**src/rgb_packet_receiver_timeout_macros.svh**
```systemverilog
// ---------------------------------------------------------------------------
// RGB packet receiver assertion macros
// Shared concurrent assertion forms for the receiver block.
// ---------------------------------------------------------------------------
`ifndef RGB_PACKET_RECEIVER_TIMEOUT_MACROS_SVH
`define RGB_PACKET_RECEIVER_TIMEOUT_MACROS_SVH

// Same-cycle implication, disabled during reset.
`define RGBRX_ASSERT_IMPL(lbl, clk, rst, ante, cons) \
   lbl: assert property (@(posedge clk) disable iff (rst) (ante) |-> (cons)) \
      else $error("rgbrx: same-cycle check failed");

// Next-cycle implication, disabled during reset.
`define RGBRX_ASSERT_NEXT(lbl, clk, rst, ante, cons) \
   lbl: assert property (@(posedge clk) disable iff (rst) (ante) |=> (cons)) \
      else $error("rgbrx: next-cycle check failed");

`endif

```
**src/rgbrx_pkg.sv**
```systemverilog
// ---------------------------------------------------------------------------
// RGB packet receiver package
// Framing bytes, event codes and the result item type.
// ---------------------------------------------------------------------------
package rgbrx_pkg;

   localparam logic [7:0]  HEADER_BYTE   = 8'hA0;
   localparam logic [7:0]  TAIL_BYTE     = 8'hC0;
   localparam logic [7:0]  VERSION_BYTE  = 8'h76;
   localparam logic [7:0]  FULL_SCALE    = 8'hFF;
   localparam logic [15:0] TIMEOUT_RESET = 16'd5000;
   localparam int          TICK_WIDTH    = 16;

   localparam logic [2:0] EV_HEADER   = 3'd0;
   localparam logic [2:0] EV_RED      = 3'd1;
   localparam logic [2:0] EV_GREEN    = 3'd2;
   localparam logic [2:0] EV_BLUE     = 3'd3;
   localparam logic [2:0] EV_TIMEOUT  = 3'd4;
   localparam logic [2:0] EV_COMPLETE = 3'd5;
   localparam logic [2:0] EV_VERSION  = 3'd6;

   localparam logic KIND_BYTE = 1'b0;
   localparam logic KIND_TICK = 1'b1;

   typedef struct packed {
      logic [2:0] event_res;
      logic [7:0] red_compare;
      logic [7:0] green_compare;
      logic [7:0] blue_compare;
   } result_type;

endpackage

```
**src/rgb_packet_receiver_timeout.sv**
```systemverilog
// ---------------------------------------------------------------------------
// RGB packet receiver with inter-byte timeout
// Parses header/red/green/blue/tail packets and loads PWM compare values.
// ---------------------------------------------------------------------------
// Feed received bytes (req_kind = 0) and timer ticks (req_kind = 1) on the
// req_ channel. A packet is header 0xA0, three colour bytes, tail 0xC0; a
// complete packet loads each compare value with 255 minus its colour. In
// idle, 'v' reports a version query and other bytes are dropped; bytes
// other than the tail are dropped while waiting for it. Ticks count only
// while a packet is open; when the count since the header or the last
// colour byte reaches csr_wr_data's last written value (reset 5000, zero
// acts like one), a timeout event is reported and the parser returns to
// idle. The parser decides and updates its state at the accepting edge;
// any event is registered into the rsp_ output at that same edge (into
// the skid register if the output is stalled). A one-entry skid register
// behind the output lets one more item be taken while a result is
// stalled, so items are accepted every cycle as long as results drain;
// req_ready drops only when the output and the skid both hold results.
// ---------------------------------------------------------------------------
`include "rgb_packet_receiver_timeout_macros.svh"

module rgb_packet_receiver_timeout
   import rgbrx_pkg::*;
#(
   parameter int TickWidth = TICK_WIDTH
) (
   input  logic                 clock,
   input  logic                 reset,
   // configuration
   input  logic                 csr_wr_en,
   input  logic [TickWidth-1:0] csr_wr_data,
   // input channel
   input  logic                 req_valid,
   output logic                 req_ready,
   input  logic                 req_kind,
   input  logic [7:0]           req_rx_byte,
   // result channel
   output logic                 rsp_valid,
   input  logic                 rsp_ready,
   output logic [2:0]           rsp_event_res,
   output logic [7:0]           rsp_red_compare,
   output logic [7:0]           rsp_green_compare,
   output logic [7:0]           rsp_blue_compare
);

   typedef enum logic [2:0] {
      PH_IDLE  = 3'd0,
      PH_RED   = 3'd1,
      PH_GREEN = 3'd2,
      PH_BLUE  = 3'd3,
      PH_TAIL  = 3'd4
   } phase_type;

   // parser state
   phase_type            phase_ff, phase_in;
   logic [TickWidth-1:0] tick_ff, tick_in;
   logic [TickWidth-1:0] timeout_ff;
   logic [7:0]           red_hold_ff, green_hold_ff, blue_hold_ff;
   logic [7:0]           red_hold_in, green_hold_in, blue_hold_in;
   logic [7:0]           red_cmp_ff, green_cmp_ff, blue_cmp_ff;
   logic [7:0]           red_cmp_in, green_cmp_in, blue_cmp_in;

   // output register and skid register
   result_type out_ff, skid_ff;
   logic       out_valid_ff, skid_valid_ff;

   logic             accept;
   logic             pop;
   logic             new_valid;
   logic [2:0]       new_event;
   result_type       new_result;
   logic [TickWidth:0] tick_next;

   assign req_ready = !skid_valid_ff;
   assign accept    = req_valid && req_ready;
   assign pop       = out_valid_ff && rsp_ready;
   assign tick_next = {1'b0, tick_ff} + {{TickWidth{1'b0}}, 1'b1};

   // Decide one item: next parser state and the event it raises, if any.
   always_comb begin
      phase_in      = phase_ff;
      tick_in       = tick_ff;
      red_hold_in   = red_hold_ff;
      green_hold_in = green_hold_ff;
      blue_hold_in  = blue_hold_ff;
      red_cmp_in    = red_cmp_ff;
      green_cmp_in  = green_cmp_ff;
      blue_cmp_in   = blue_cmp_ff;
      new_valid     = 1'b0;
      new_event     = EV_HEADER;

      if (req_kind == KIND_TICK) begin
         // timer runs only while a packet is open
         if (phase_ff inside {PH_RED, PH_GREEN, PH_BLUE, PH_TAIL}) begin
            if (tick_next >= {1'b0, timeout_ff}) begin
               tick_in   = '0;
               phase_in  = PH_IDLE;
               new_valid = 1'b1;
               new_event = EV_TIMEOUT;
            end else begin
               tick_in = tick_next[TickWidth-1:0];
            end
         end
      end else begin
         case (phase_ff)
            PH_RED: begin
               red_hold_in = req_rx_byte;
               phase_in    = PH_GREEN;
               tick_in     = '0;
               new_valid   = 1'b1;
               new_event   = EV_RED;
            end
            PH_GREEN: begin
               green_hold_in = req_rx_byte;
               phase_in      = PH_BLUE;
               tick_in       = '0;
               new_valid     = 1'b1;
               new_event     = EV_GREEN;
            end
            PH_BLUE: begin
               blue_hold_in = req_rx_byte;
               phase_in     = PH_TAIL;
               tick_in      = '0;
               new_valid    = 1'b1;
               new_event    = EV_BLUE;
            end
            PH_TAIL: begin
               // drop anything but the tail
               if (req_rx_byte == TAIL_BYTE) begin
                  red_cmp_in   = FULL_SCALE - red_hold_ff;
                  green_cmp_in = FULL_SCALE - green_hold_ff;
                  blue_cmp_in  = FULL_SCALE - blue_hold_ff;
                  phase_in     = PH_IDLE;
                  tick_in      = '0;
                  new_valid    = 1'b1;
                  new_event    = EV_COMPLETE;
               end
            end
            default: begin
               // idle, and any unused code behaves as idle
               phase_in = PH_IDLE;
               if (req_rx_byte == HEADER_BYTE) begin
                  phase_in  = PH_RED;
                  tick_in   = '0;
                  new_valid = 1'b1;
                  new_event = EV_HEADER;
               end else if (req_rx_byte == VERSION_BYTE) begin
                  new_valid = 1'b1;
                  new_event = EV_VERSION;
               end
            end
         endcase
      end

      new_result.event_res     = new_event;
      new_result.red_compare   = red_cmp_in;
      new_result.green_compare = green_cmp_in;
      new_result.blue_compare  = blue_cmp_in;
   end

   always_ff @(posedge clock) begin
      if (reset) begin
         phase_ff      <= PH_IDLE;
         tick_ff       <= '0;
         timeout_ff    <= TickWidth'(TIMEOUT_RESET);
         red_hold_ff   <= '0;
         green_hold_ff <= '0;
         blue_hold_ff  <= '0;
         red_cmp_ff    <= '0;
         green_cmp_ff  <= '0;
         blue_cmp_ff   <= '0;
         out_valid_ff  <= 1'b0;
         skid_valid_ff <= 1'b0;
      end else begin
         if (csr_wr_en) begin
            timeout_ff <= csr_wr_data;
         end

         // advance the parser on every accepted item
         if (accept) begin
            phase_ff      <= phase_in;
            tick_ff       <= tick_in;
            red_hold_ff   <= red_hold_in;
            green_hold_ff <= green_hold_in;
            blue_hold_ff  <= blue_hold_in;
            red_cmp_ff    <= red_cmp_in;
            green_cmp_ff  <= green_cmp_in;
            blue_cmp_ff   <= blue_cmp_in;
         end

         if (skid_valid_ff) begin
            // no new item possible; refill the output from the skid
            if (pop) begin
               out_ff        <= skid_ff;
               skid_valid_ff <= 1'b0;
            end
         end else if (accept && new_valid) begin
            if (!out_valid_ff || pop) begin
               out_ff       <= new_result;
               out_valid_ff <= 1'b1;
            end else begin
               // hold the new result behind the stalled one
               skid_ff       <= new_result;
               skid_valid_ff <= 1'b1;
            end
         end else if (pop) begin
            out_valid_ff <= 1'b0;
         end
      end
   end

   assign rsp_valid         = out_valid_ff;
   assign rsp_event_res     = out_ff.event_res;
   assign rsp_red_compare   = out_ff.red_compare;
   assign rsp_green_compare = out_ff.green_compare;
   assign rsp_blue_compare  = out_ff.blue_compare;

   // skid holds a result only behind a pending output
   `RGBRX_ASSERT_IMPL(a_skid_behind_out, clock, reset, skid_valid_ff, out_valid_ff)
   // a full skid stalls the input side
   `RGBRX_ASSERT_IMPL(a_skid_stalls, clock, reset, skid_valid_ff, !req_ready)
   // the timer is parked at zero whenever no packet is open
   `RGBRX_ASSERT_IMPL(a_idle_tick_zero, clock, reset, phase_ff == PH_IDLE, tick_ff == '0)
   // a taken output with a full skid moves the skid into the output
   `RGBRX_ASSERT_NEXT(a_skid_drain, clock, reset, skid_valid_ff && rsp_ready,
                      !skid_valid_ff && out_valid_ff)

endmodule
```
**config.mk**
```make
export PLATFORM = sky130hd
export DESIGN_NAME = rgb_packet_receiver_timeout
export DESIGN_NICKNAME = d
export VERILOG_FILES = /design/src/rgbrx_pkg.sv /design/src/rgb_packet_receiver_timeout.sv
export VERILOG_INCLUDE_DIRS = /design/src /design/src/src
export SDC_FILE = /design/constraint.sdc
export NUM_CORES = 1
export LEC_CHECK = 0
export ABC_AREA = 1
export BUFFER_PORTS_ARGS = -buffer_cell sky130_fd_sc_hd__buf_4
export CORE_ASPECT_RATIO = 2
export CORE_MARGIN = 2
export CORE_UTILIZATION = 24
export CTS_CLUSTER_DIAMETER = 40
export DETAILED_ROUTE_END_ITERATION = 6
export HOLD_SLACK_MARGIN = 0.03
export PLACE_DENSITY = 0.46
export SLEW_MARGIN = 10
export SYNTH_ARGS = -nofsm -noshare
export SYNTH_HDL_FRONTEND = slang
export SYNTH_SLANG_ARGS = --single-unit
```
**constraint.sdc**
```tcl
create_clock -name clock -period 5.1 [get_ports clock]
set_clock_uncertainty 0.15 [all_clocks]
set_input_delay 1.275 -clock clock [delete_from_list [all_inputs] [get_ports clock]]
set_output_delay 1.275 -clock clock [all_outputs]
set_load 0.01 [all_outputs]
```
==> results.yml <==
outcome:
  outcome: "complete, no violations"
critical_path:
  timing.rr.start: "tick_ff[0]"
  criticalPathCategory: "flop to flop"
  rr_worst_depth: 19
  timing.rr.end: "skid_ff[13]"
  crit_top_cell: "nand2_1"
  r2r_slack_ns: 1.61
  slowest_delay_ns: 0.38
  required_ns: 5.04
  crit_chain: "ha_1, nand3_2, nand2b_2, inv_1, nand2_1, nor2_1, xor2_1, ha_1, nand2_1, inv_1, nand2_1, nor2_1, nand2_1, nand3_1, nand2_1, nand4_1, nand4_1, nor2_2, buf_4"
  crit_path_start_kind: "flop"
  crit_slowest_cell: "dfxtp_1"
  end_kind: "flop"
  crit_fanout: 27
  worstPathArrival_ns: 3.42
sta:
  setup-violations-final: 0
  min_period_ns: 3.49
  drv_slew: 0
  worstMarginPinSlew_ns: 0.952
  hold_viol: 0
  period_share_pct: 68.3
  rsz0062_at_grt: "no"
  max_freq_ghz: 0.287
  max_slew_margin_pct: 36.5
  fin_tns_setup_ns: 0
pwr:
  switching_share_pct: 22.9
  power_density_nw_per_um2: 332
  ir_drop_mv: 0.202
  p_leak_nw: 3.38
  pwr-share-comb_pct: 6.0
  clockPowerShare_pct: 48.1
  internal-power_mw: 1.99
  p_sw_uw: 592
  seq_power_share_pct: 45.9
yosys:
  seq_area_frac_synth_pct: 51.6
  netlist_instances: 763
  ys_seq_elements: 139
  ys_warn_count: 0
  synth_edf_count: 54
  synthFlopType: "dfxtp_1"
  synth_top_area_share_pct: 26.4
  avgSynthCellArea_um2: 8.44
  synth_largest_area_cell: "dfxtp_1"
  ys_async_sr_fraction_pct: 0
  syn_area_um2: 6440
  synth.area.top_cells: "dfxtp_1, edfxtp_1, nand2_1"
  yosysUniqueCellTypes: 38
  synth_nets: 810
cts:
  numCtsBuffers: 17
  clockBufferDepth: 2
  tritoncts: "built"
  post_cts_resized: 0
  htreeDepth: 4
  hold_buffers: 0
  worstSkewPairLatency_ns: 0.43
  clk_pin_slew_ns: 0.06
  cts_setup_buffers: 0
  cts.sinks: 139
  clk_root_buffer_cell: "clkbuf_16"
global_routing:
  grt_pass1_wl_mm: 27.5
  track_usage_pct: 13.1
  gr-total-overflow: 0
  first_global_vias: 5020
  grt_max_degree: 53
  antenna_found_initial: 0
placement:
  dp_hpwl_mm: 12.8
  dpl.cell_count: 1140
  port_buffers: 58
  globalplace.congestion: 0.794
floorplan:
  pin_count: 59
  chipWidth_um: 120
  num_rows: 84
  die_y_um: 236
  dieArea_um2: 28200
  design.core.area_um2: 26400
  start_util_pct: 24.4
min_path:
  hold_path_startpoint: "timeout_ff[6]"
  holdCritPathClass: "flop to flop"
  hold_end: "timeout_ff[6]"
  whs_path_depth: 2
layout:
  final_common_cell: "nand2_1"
  final_cell_mix: "nand2_1, nor2_1, dfxtp_1"
  final-instance-count-excl-fill: 1172
  area_growth_pct: 20.9
  fillers: 2810
  antenna_cells: 0
  drive_gt1_share_pct: 18.6
  layout.nets: 862
routing:
  drt_pre_antenna_iters: 6
  vias: 4955
  vias_per_cell: 4.23
  drc: 0
  drt_wl_total_mm: 17.4
  routedWlPerCell_um: 14.9
  drt_iter0_markers: 167
  ant_nets: 0
run:
  cap_viol_max_count: 0
synth_stat cells, types with 2 or more instances:
cell      number
nand3_2       11
xor2_1         9
nand4_1        7
a21oi_2       11
inv_2          8
buf_2          8
a21oi_1       47
o21ai_2       16
nor2_1        95
ha_1          17
o21ai_0       60
o21ai_1       18
clkbuf_1      22
nor3_1         3
edfxtp_1      54
nor2_2         2
nor4_1         2
nand3b_1       3
nand2_2        3
dfxtp_1       85
nand2_1      169
inv_1         80
xnor2_1        4
nand3_1       15
layout make-up:
type	instances	area [µm²]	share of cell area, %
sequential	139	3320	42.7
multi-input combinational	502	2610	33.6
tap	344	430	5.53
timing repair buffer	66	495	6.37
clock inverter	14	153	1.96
inverter	89	339	4.36
clock buffer	18	429	5.51
flip-flops by register name (all words and copies together), names as in the netlist:
register           count
blue_cmp_ff            8
blue_hold_ff           8
green_cmp_ff           8
green_hold_ff          8
phase_ff               3
red_cmp_ff             8
red_hold_ff            8
rsp_blue_compare       8
rsp_event_res          3
rsp_green_compare      8
rsp_red_compare        8
rsp_valid              1
skid_ff               27
skid_valid_ff          1
tick_ff               16
timeout_ff            16
power groups by stage:
stage | clock [mW] | combinational, mW | sequential, mW
after floorplan | 0 | 0.0948 | 1.21
after CTS | 1.28 | 0.161 | 1.19
after global placement | 0 | 0.158 | 1.21
final | 1.24 | 0.156 | 1.19
after detailed placement | 0 | 0.160 | 1.21
after global routing | 1.33 | 0.178 | 1.19
stage by stage:
stage          hold WS, ns  power, mW  utilization (%)  worst slack (ns)  cell area [µm²]
2_1_floorplan        0.285       1.30                -              1.05             6440
3_3_place_gp         0.309       1.37             27.3              1.64             7200
3_5_place_dp         0.307       1.37             27.3              1.62             7200
4_1_cts              0.319       2.63             29.5              1.60             7780
5_1_grt              0.340       2.69             29.5              1.26             7780
6_report             0.316       2.58             29.5              1.61             7780
worst max-delay path, delay by kind of cell (launching register included):
kind / cells / cell delay [ns]
XOR/XNOR: 1 / 0.11
adder cells (fa/ha/maj): 2 / 0.52
buffers and inverters: 3 / 0.55
flip-flops: 1 / 0.38
AND/OR/NAND/NOR: 13 / 1.42
layer usage:
metal,global-route usage [%],share of wire (%),vias to the layer above
li1,-,-,2582
met1,12.4,36,2244
met2,24.5,56,91
met3,3.17,3.1,38
met4,8.09,5.1,0
met5,0,0,-
how the worst max path moves through the flow:
stage,from,endpoint,slack [ns],depth (start not counted)
6_report,tick_ff[0],skid_ff[13],1.61,19
3_3_place_gp,tick_ff[0],skid_ff[13],1.64,19
5_1_grt,tick_ff[0],skid_ff[12],1.26,19
4_1_cts,tick_ff[0],skid_ff[8],1.60,19
3_5_place_dp,tick_ff[0],skid_ff[13],1.62,19
2_1_floorplan,tick_ff[0],rsp_blue_compare[0],1.05,18
cell families after synthesis:
group	after synthesis	synth area share (%)
AOI/OAI and AO/OA	156	14.0
DFF	139	51.6
adders and majority gates	17	3.30
xor gates and xnor gates	13	1.77
buffers and inverters	122	7.89
and+or+nand+nor	316	21.5
No activity file was read; power rests on OpenSTA's default activity.
